$ cat config.mk
export PLATFORM = sky130hd
export DESIGN_NAME = host_command_frame_builder
export DESIGN_NICKNAME = d
export VERILOG_FILES = /design/src/rtl/hcfb_pkg.sv /design/src/rtl/hcfb_frame_ctrl.sv /design/src/rtl/hcfb_byte_emit.sv /design/src/rtl/host_command_frame_builder.sv
export VERILOG_INCLUDE_DIRS = /design/src /design/src/rtl
export SDC_FILE = /design/constraint.sdc
export NUM_CORES = 1
export LEC_CHECK = 0
export ABC_CLOCK_PERIOD_IN_PS = 2500
export BUFFER_PORTS_ARGS = -buffer_cell sky130_fd_sc_hd__buf_2
export CAP_MARGIN = 20
export CORE_UTILIZATION = 52
export CTS_CLUSTER_SIZE = 28
export DETAILED_ROUTE_END_ITERATION = 16
export GPL_TIMING_DRIVEN = 0
export HOLD_SLACK_MARGIN = 0.06
export PLACE_DENSITY = 0.74
export SLEW_MARGIN = 20
export SYNTH_ARGS = -nofsm -noshare
export SYNTH_HDL_FRONTEND = slang
export SYNTH_SLANG_ARGS = --single-unit
$ cat constraint.sdc
create_clock -name clk -period 2.5 [get_ports clk]
set_clock_uncertainty 0.05 [all_clocks]
set_input_delay 0.5 -clock clk [delete_from_list [all_inputs] [get_ports clk]]
set_output_delay 0.5 -clock clk [all_outputs]
set_load 0.005 [all_outputs]
$ cat src/rtl/host_command_frame_builder_defines.svh
// assertion macros for the host command frame builder
// depends on nothing; used by the top level only
`ifndef HOST_COMMAND_FRAME_BUILDER_DEFINES_SVH
`define HOST_COMMAND_FRAME_BUILDER_DEFINES_SVH

// same-cycle implication, checked outside reset
`define HCFB_ASSERT_NOW(label, clk, rst_n, ante, cons, msg) \
  label: assert property (@(posedge clk) disable iff (!rst_n) (ante) |-> (cons)) \
    else $error(msg);

// next-cycle implication, checked outside reset
`define HCFB_ASSERT_NEXT(label, clk, rst_n, ante, cons, msg) \
  label: assert property (@(posedge clk) disable iff (!rst_n) (ante) |=> (cons)) \
    else $error(msg);

`endif

$ cat src/rtl/hcfb_pkg.sv
// shared types and constants of the host command frame builder
// no dependencies
package hcfb_pkg;

  localparam logic [7:0] PREAMBLE_BYTE  = 8'h00;
  localparam logic [7:0] START_CODE_A   = 8'h00;
  localparam logic [7:0] START_CODE_B   = 8'hFF;
  localparam logic [7:0] POSTAMBLE_BYTE = 8'h00;
  localparam logic [7:0] TFI_RESET      = 8'd212;

  localparam logic       OP_START = 1'b0;
  localparam logic       OP_DATA  = 1'b1;

  // step numbers within one job
  localparam logic [3:0] STEP_PRE   = 4'd0;
  localparam logic [3:0] STEP_SCA   = 4'd1;
  localparam logic [3:0] STEP_SCB   = 4'd2;
  localparam logic [3:0] STEP_LEN   = 4'd3;
  localparam logic [3:0] STEP_LCS   = 4'd4;
  localparam logic [3:0] STEP_TFI   = 4'd5;
  localparam logic [3:0] STEP_CMD   = 4'd6;
  localparam logic [3:0] STEP_DCS   = 4'd7;
  localparam logic [3:0] STEP_POST  = 4'd8;
  localparam logic [3:0] STEP_LIMIT = 4'd9;   // most bytes one item can cause

  typedef enum logic [1:0] {
    JOB_HDR,
    JOB_HDR_TRL,
    JOB_DATA,
    JOB_DATA_TRL
  } job_kind_t;

  typedef struct packed {
    job_kind_t  kind;
    logic [7:0] len_byte;
    logic [7:0] lcs;
    logic [7:0] tfi;
    logic [7:0] cmd;
    logic [7:0] data_byte;
    logic [7:0] dcs;
  } job_t;

  typedef struct packed {
    logic frame_open;
    logic rem_zero;
  } ctrl_stat_t;

  typedef struct packed {
    logic       job_valid;
    logic       last_step;
    logic [3:0] step;
  } emit_stat_t;

endpackage

$ cat src/rtl/hcfb_frame_ctrl.sv
// frame state: TFI register, open flag, bytes remaining and running sum
// builds one job per accepted item, none for payload outside a frame; depends on hcfb_pkg
module hcfb_frame_ctrl (
  input  logic                  clk,
  input  logic                  rst_n,
  input  logic                  cfg_wr_en,
  input  logic [7:0]            cfg_wr_data,
  input  logic                  in_accept,
  input  logic                  in_opcode,
  input  logic [7:0]            in_command_code,
  input  logic [7:0]            in_payload_length,
  input  logic [7:0]            in_payload_byte,
  output logic                  job_load,
  output hcfb_pkg::job_t        job,
  output hcfb_pkg::ctrl_stat_t  stat
);

  logic [7:0] tfi_r;
  logic [7:0] rem_r, rem_nxt;
  logic [7:0] sum_r, sum_nxt;
  logic       open_r, open_nxt;
  logic [7:0] len_plus2;
  logic [7:0] hdr_sum;
  logic [7:0] acc_sum;
  logic [7:0] rem_dec;

  always_comb begin
    len_plus2 = in_payload_length + 8'd2;
    hdr_sum   = tfi_r + in_command_code;
    acc_sum   = sum_r + in_payload_byte;
    rem_dec   = rem_r - 8'd1;

    rem_nxt  = rem_r;
    sum_nxt  = sum_r;
    open_nxt = open_r;
    job_load = 1'b0;

    job.kind      = hcfb_pkg::JOB_HDR;
    job.len_byte  = len_plus2;
    job.lcs       = 8'd0 - len_plus2;
    job.tfi       = tfi_r;
    job.cmd       = in_command_code;
    job.data_byte = in_payload_byte;
    job.dcs       = 8'd0 - hdr_sum;

    if (in_accept) begin
      if (in_opcode == hcfb_pkg::OP_START) begin
        // a start abandons any open frame
        job_load = 1'b1;
        sum_nxt  = hdr_sum;
        if (in_payload_length == 8'd0) begin
          job.kind = hcfb_pkg::JOB_HDR_TRL;
          rem_nxt  = 8'd0;
          open_nxt = 1'b0;
        end else begin
          job.kind = hcfb_pkg::JOB_HDR;
          rem_nxt  = in_payload_length;
          open_nxt = 1'b1;
        end
      end else if (open_r) begin
        job_load = 1'b1;
        sum_nxt  = acc_sum;
        job.dcs  = 8'd0 - acc_sum;
        if (rem_dec == 8'd0) begin
          job.kind = hcfb_pkg::JOB_DATA_TRL;
          rem_nxt  = 8'd0;
          open_nxt = 1'b0;
        end else begin
          job.kind = hcfb_pkg::JOB_DATA;
          rem_nxt  = rem_dec;
        end
      end
      // data outside a frame is dropped
    end

    stat.frame_open = open_r;
    stat.rem_zero   = (rem_r == 8'd0);
  end

  always_ff @(posedge clk) begin
    if (!rst_n) begin
      tfi_r  <= hcfb_pkg::TFI_RESET;
      rem_r  <= 8'd0;
      sum_r  <= 8'd0;
      open_r <= 1'b0;
    end else begin
      if (cfg_wr_en) begin
        tfi_r <= cfg_wr_data;
      end
      rem_r  <= rem_nxt;
      sum_r  <= sum_nxt;
      open_r <= open_nxt;
    end
  end

endmodule

$ cat src/rtl/hcfb_byte_emit.sv
// job register and byte sequencer feeding the registered result port
// depends on hcfb_pkg
module hcfb_byte_emit (
  input  logic                  clk,
  input  logic                  rst_n,
  input  logic                  job_load,
  input  hcfb_pkg::job_t        job_in,
  output logic                  job_ready,
  output logic                  out_valid,
  input  logic                  out_stall,
  output logic [7:0]            out_frame_byte,
  output logic                  out_run_last,
  output logic                  out_frame_end,
  output hcfb_pkg::emit_stat_t  stat
);

  logic           job_valid_r, job_valid_nxt;
  hcfb_pkg::job_t job_r, job_nxt;
  logic [3:0]     step_r, step_nxt;
  logic           out_valid_r, out_valid_nxt;
  logic [7:0]     byte_r;
  logic           run_last_r;
  logic           frame_end_r;

  logic           out_free;
  logic           advance;
  logic           last;
  logic           trailer;
  logic [7:0]     cur_byte;

  always_comb begin
    unique case (job_r.kind)
      hcfb_pkg::JOB_HDR:      last = (step_r == hcfb_pkg::STEP_CMD);
      hcfb_pkg::JOB_HDR_TRL:  last = (step_r == hcfb_pkg::STEP_POST);
      hcfb_pkg::JOB_DATA:     last = (step_r == 4'd0);
      hcfb_pkg::JOB_DATA_TRL: last = (step_r == 4'd2);
      default:                last = 1'b1;
    endcase
    trailer = (job_r.kind == hcfb_pkg::JOB_HDR_TRL) || (job_r.kind == hcfb_pkg::JOB_DATA_TRL);

    if ((job_r.kind == hcfb_pkg::JOB_DATA) || (job_r.kind == hcfb_pkg::JOB_DATA_TRL)) begin
      // payload byte, then dcs and postamble
      case (step_r)
        4'd0:    cur_byte = job_r.data_byte;
        4'd1:    cur_byte = job_r.dcs;
        default: cur_byte = hcfb_pkg::POSTAMBLE_BYTE;
      endcase
    end else begin
      case (step_r)
        hcfb_pkg::STEP_PRE:  cur_byte = hcfb_pkg::PREAMBLE_BYTE;
        hcfb_pkg::STEP_SCA:  cur_byte = hcfb_pkg::START_CODE_A;
        hcfb_pkg::STEP_SCB:  cur_byte = hcfb_pkg::START_CODE_B;
        hcfb_pkg::STEP_LEN:  cur_byte = job_r.len_byte;
        hcfb_pkg::STEP_LCS:  cur_byte = job_r.lcs;
        hcfb_pkg::STEP_TFI:  cur_byte = job_r.tfi;
        hcfb_pkg::STEP_CMD:  cur_byte = job_r.cmd;
        hcfb_pkg::STEP_DCS:  cur_byte = job_r.dcs;
        default:             cur_byte = hcfb_pkg::POSTAMBLE_BYTE;
      endcase
    end

    out_free  = !out_valid_r || !out_stall;
    advance   = job_valid_r && out_free;
    job_ready = !job_valid_r || (advance && last);

    out_valid_nxt = advance ? 1'b1 : (out_free ? 1'b0 : out_valid_r);

    if (job_load) begin
      job_valid_nxt = 1'b1;
    end else if (advance && last) begin
      job_valid_nxt = 1'b0;
    end else begin
      job_valid_nxt = job_valid_r;
    end
    job_nxt = job_load ? job_in : job_r;

    if (advance) begin
      step_nxt = last ? 4'd0 : step_r + 4'd1;
    end else begin
      step_nxt = step_r;
    end

    stat.job_valid = job_valid_r;
    stat.last_step = last;
    stat.step      = step_r;
  end

  always_ff @(posedge clk) begin
    if (!rst_n) begin
      job_valid_r <= 1'b0;
      step_r      <= 4'd0;
      out_valid_r <= 1'b0;
    end else begin
      job_valid_r <= job_valid_nxt;
      step_r      <= step_nxt;
      out_valid_r <= out_valid_nxt;
    end
  end

  always_ff @(posedge clk) begin
    job_r <= job_nxt;
    if (advance) begin
      byte_r      <= cur_byte;
      run_last_r  <= last;
      frame_end_r <= trailer && last;
    end
  end

  assign out_valid      = out_valid_r;
  assign out_frame_byte = byte_r;
  assign out_run_last   = run_last_r;
  assign out_frame_end  = frame_end_r;

endmodule

$ cat src/rtl/host_command_frame_builder.sv
// Host command frame builder: turns start and payload items into frame bytes.
// Input channel in_*: opcode 0 starts a frame (command, payload length),
// opcode 1 carries one payload byte. Output channel out_*: one frame byte per
// transfer, with run_last on the final byte of an item and frame_end on the
// postamble. cfg_wr_en/cfg_wr_data write the TFI byte (reset value D4h).
// The first byte of an item passes the job register, then the output register.
// A payload item gives one frame byte, the last payload item three (byte, DCS,
// postamble), a start seven, or nine with zero length.
// The output register passes one byte per cycle while out_stall is low: a
// single job register sits in front of it, so the next item is taken in the
// cycle the current job hands over its last byte. A payload item outside a
// frame is dropped at once when taken; it waits while in_stall is high.
// Reset clears the frame state, the job valid flag and the output valid, and
// loads the TFI default. A stall on out_* holds the byte in place, the job
// register fills and in_stall rises until the stall clears.
// depends on hcfb_pkg, hcfb_frame_ctrl, hcfb_byte_emit and the defines header
`include "host_command_frame_builder_defines.svh"

module host_command_frame_builder (
  input  logic       clk,
  input  logic       rst_n,
  input  logic       cfg_wr_en,
  input  logic [7:0] cfg_wr_data,
  input  logic       in_valid,
  output logic       in_stall,
  input  logic       in_opcode,
  input  logic [7:0] in_command_code,
  input  logic [7:0] in_payload_length,
  input  logic [7:0] in_payload_byte,
  output logic       out_valid,
  input  logic       out_stall,
  output logic [7:0] out_frame_byte,
  output logic       out_run_last,
  output logic       out_frame_end
);

  logic                 in_accept;
  logic                 job_load;
  logic                 job_ready;
  hcfb_pkg::job_t       job;
  hcfb_pkg::ctrl_stat_t ctrl_stat;
  hcfb_pkg::emit_stat_t emit_stat;

  assign in_stall  = !job_ready;
  assign in_accept = in_valid && !in_stall;

  hcfb_frame_ctrl u_ctrl (
    .clk               (clk),
    .rst_n             (rst_n),
    .cfg_wr_en         (cfg_wr_en),
    .cfg_wr_data       (cfg_wr_data),
    .in_accept         (in_accept),
    .in_opcode         (in_opcode),
    .in_command_code   (in_command_code),
    .in_payload_length (in_payload_length),
    .in_payload_byte   (in_payload_byte),
    .job_load          (job_load),
    .job               (job),
    .stat              (ctrl_stat)
  );

  hcfb_byte_emit u_emit (
    .clk            (clk),
    .rst_n          (rst_n),
    .job_load       (job_load),
    .job_in         (job),
    .job_ready      (job_ready),
    .out_valid      (out_valid),
    .out_stall      (out_stall),
    .out_frame_byte (out_frame_byte),
    .out_run_last   (out_run_last),
    .out_frame_end  (out_frame_end),
    .stat           (emit_stat)
  );

  `HCFB_ASSERT_NOW(a_open_has_bytes, clk, rst_n, ctrl_stat.frame_open, !ctrl_stat.rem_zero, "frame open with no payload bytes left")
  `HCFB_ASSERT_NOW(a_step_in_range, clk, rst_n, emit_stat.job_valid, emit_stat.step < hcfb_pkg::STEP_LIMIT, "byte step past end of frame")
  `HCFB_ASSERT_NOW(a_end_is_last, clk, rst_n, out_valid && out_frame_end, out_run_last, "postamble not marked as last byte of item")
  `HCFB_ASSERT_NEXT(a_job_held, clk, rst_n, job_load, emit_stat.job_valid && emit_stat.step == 4'd0, "loaded job not pending at first step")

endmodule

==> metrics.md <==
| Metric | Value |
|---|---|
| Area leader, netlist | `edfxtp_1` |
| CP required | `1.95 ns` |
| Port bufs | `48` |
| RSZ-0062 raised after global routing | `yes` |
| Static Leak | `2.405 nW` |
| Final hold vios | `0` |
| Post-synth cell types | `62` |
| Area Growth Syn to Fin | `16.92%` |
| Maximum vdd drop | `0.2809 mV` |
| Endpoints failing setup | `0` |
| Post-synth EDFFs | `59` |
| First-pass GRT wire length | `18,810 µm` |
| Fin cells | `695` |
| I/O pin cnt | `50` |
| Seq/Total Area, Yosys | `47.15%` |
| First-pass detailed-route iteration total | `4` |
| Largest net degree at the start of global routing | `30` |
| Ratio of cells with drive above 1 in the final layout | `19.43%` |
| Routed wire per std cell | `17.34 µm` |
| Max-Cap Viols | `0` |
| Minimum clock period | `2.479 ns` |
| Status | `finished clean` |
| Hpwl dp | `8761 µm` |
| Initial Util | `54.39%` |
| Initial antenna violation count | `0` |
| Mapped Area | `0.005074 mm²` |
| Vias in the first global route | `3,767` |
| Synth Area per Inst | `10.31 µm²` |
| Diode count | `0` |
| Worst hold path class | `in2reg` |
| Worst-Margin Slew | `0.6489 ns` |
| Relative max-transition margin | `56.74%` |
| Setup_tns | `0 ns` |
| CTS max path bufs | `2` |
| Drt total wl | `12,050 µm` |
| Grt total ovfl | `0` |
| TritonCTS Buffers | `9` |
| Vias/cell | `5.696` |
| Pwr per Cell Area | `603.9 mW/mm²` |
| Crit path capture type | `primary output` |
| Skew-Pair Late Insertion Delay | `0.36 ns` |
| Period utilization | `99.18%` |
| Global placement routability congestion | `0.8882` |
| Cell count after synthesis | `492` |
| # hold bufs at CTS | `0` |
| Final nets | `627` |
| Register bit count reported by yosys | `90` |
| Largest cells by area after synthesis | `edfxtp_1 (35%), dfxtp_1 (12%), ha_1 (6.4%), a22oi_1 (3.8%), a21oi_1 (3.7%)` |
| Max-slew violation count | `0` |
| CP arrival | `1.93 ns` |
| Yosys Warn Count | `0` |
| Placed cells | `669` |
| CTS tree | `built` |
| Clk slew on worst S/H paths | `0.10 ns` |
| Die footprint | `0.01016 mm²` |
| Chip height | `100.8 µm` |
| DIE WIDTH | `100.8 µm` |
| Kind of critical path | `reg2out` |
| CP Launch Type | `flip-flop` |
| Synth Flop Type | `edfxtp_1` |
| Total power | `3.582 mW` |
| DR iter-0 viols | `207` |
| GRT Overall Usage | `24.57%` |
| Max H-tree Level | `3` |
| Sink Count | `90` |
| Core box area | `0.009328 mm²` |
| Final core utilization | `63.59%` |
| Async SR Flop Fraction | `0%` |
| CTS Root Cell | `clkbuf_8` |
| DRC Markers | `0` |
| Fmax | `0.4033 GHz` |
| Row count | `35` |
| Routed via count | `3,959` |
| Antenna Nets Post-Route | `0` |
| Syn_nets | `558` |
| Post-synth top area share | `34.92%` |
| Critical path fanouts, max | `3` |
==> synthesized netlist by cell type (all sizes together), types with 3 or more instances <==
cell / n
a211oi: 3
a21boi: 5
a21o: 3
a21oi: 38
a22oi: 26
and2: 4
and3: 5
buf: 3
clkbuf: 17
dfxtp: 31
edfxtp: 59
ha: 26
inv: 24
mux2i: 16
nand2: 43
nand2b: 5
nand3: 9
nand4: 3
nor2: 41
nor2b: 10
nor3: 11
nor3b: 5
nor4: 5
o211a: 7
o211ai: 5
o21a: 3
o21ai: 11
o22ai: 4
o31ai: 3
or3: 4
xnor2: 21
xor2: 14
==> layer usage <==
metal / track usage (%) / wire length [µm] / vias to the layer above
li1: - / - / 1937
met1: 32.78 / 5376 / 1894
met2: 40.99 / 5862 / 109
met3: 2.982 / 546 / 19
met4: 9.588 / 266 / 0
met5: 0 / 0 / -
==> cells by family after synthesis <==
| family | Yosys count | share of synthesized area (%) |
|---|---|---|
| AOI/OAI and AO/OA | 122 | 16.94 |
| xor gates and xnor gates | 35 | 6.042 |
| adders and majority gates | 28 | 7.201 |
| buffers and inverters | 45 | 3.773 |
| DFF | 90 | 47.15 |
| muxes | 18 | 3.674 |
| and+or+nand+nor | 154 | 15.22 |
==> flip-flops by register name (all words and copies together), names as in the netlist, 4 cells and up <==
signal and cells:
u_ctrl.tfi_r 8, u_emit.out_frame_byte 8, u_ctrl.rem_r 8, u_emit.job_r 49, u_emit.step_r 4, u_ctrl.sum_r 8
==> worst max-delay path: stages (launching register included) <==
cell	delay, ns
dfxtp_4	0.37
inv_4	0.04
ha_4	0.16
buf_8	0.12
mux2_4	0.26
a311oi_4	0.36
o31ai_4	0.11
inv_1	0.06
buf_2	0.10
==> final cells by class <==
type / instances / area (µm²)
multi-input combinational: 357 / 2616
clock buffer: 9 / 123.9
timing repair buffer: 58 / 352.8
sequential: 90 / 2400
fill: 763 / 3396
clock inverter: 7 / 60.06
buffer: 20 / 121.4
tap: 129 / 161.4
inverter: 25 / 96.34
==> placed cells by master, fill, tap and decap left out, types with 3 or more instances in the layout <==
| cell | instances |
|---|---|
| nand2b_1 | 5 |
| xor2_1 | 14 |
| dfxtp_1 | 29 |
| clkbuf_8 | 9 |
| or3_1 | 4 |
| o211ai_1 | 5 |
| inv_1 | 21 |
| o22ai_1 | 4 |
| buf_2 | 48 |
| o21a_1 | 3 |
| a22oi_1 | 26 |
| nand3_1 | 7 |
| nor3b_1 | 5 |
| inv_6 | 4 |
| a21o_1 | 3 |
| o211a_1 | 7 |
| mux2i_1 | 16 |
| nor4_1 | 3 |
| edfxtp_1 | 59 |
| a21oi_1 | 37 |
| nor2b_1 | 10 |
| a21boi_1 | 3 |
| clkbuf_1 | 17 |
| buf_4 | 8 |
| o21ai_0 | 9 |
| nor3_1 | 9 |
| ha_1 | 24 |
| and2_1 | 3 |
| nand2_1 | 43 |
| nor2_1 | 40 |
| xnor2_1 | 20 |
| and3_1 | 4 |
==> metrics by stage <==
stage	instance area (µm²)	hold slack, ns	setup WS, ns
3_3_place_gp	5498	0.3894	-0.3522
5_1_grt	5932	0.2653	-0.04173
2_1_floorplan	5096	0.3784	0.002011
6_report	5932	0.2751	0.02056
3_5_place_dp	5498	0.3956	-0.4155
4_1_cts	5802	0.2691	0.001257
==> path summary, 6_finish.rpt <==
check | start | end | slack, ns | depth (start not counted)
worst max-delay path | u_emit.step_r[0] | in_stall | 0.02 | 8
worst min-delay path | in_payload_byte[6] | u_emit.job_r[14] | 0.28 | 1
worst max register to register | u_emit.step_r[0] | u_ctrl.sum_r[4] | 0.04 | 12
worst min register to register | u_ctrl.rem_r[5] | u_ctrl.rem_r[5] | 0.41 | 2
==> power by group <==
group          internal [mW]  leakage, nW  switching (mW)  total, mW
clock network          0.383       0.0969           0.573      0.955
logic                  0.361         1.50           0.495      0.856
registers               1.71        0.808          0.0619       1.77
==> timing repair <==
item                       CTS  global route
setup endpoints to repair   67            20
buffers inserted             4             4
pin swaps                    3             7
cloned                       1             1
gates resized for setup     13            16
Power figures use the tool's default switching activity.
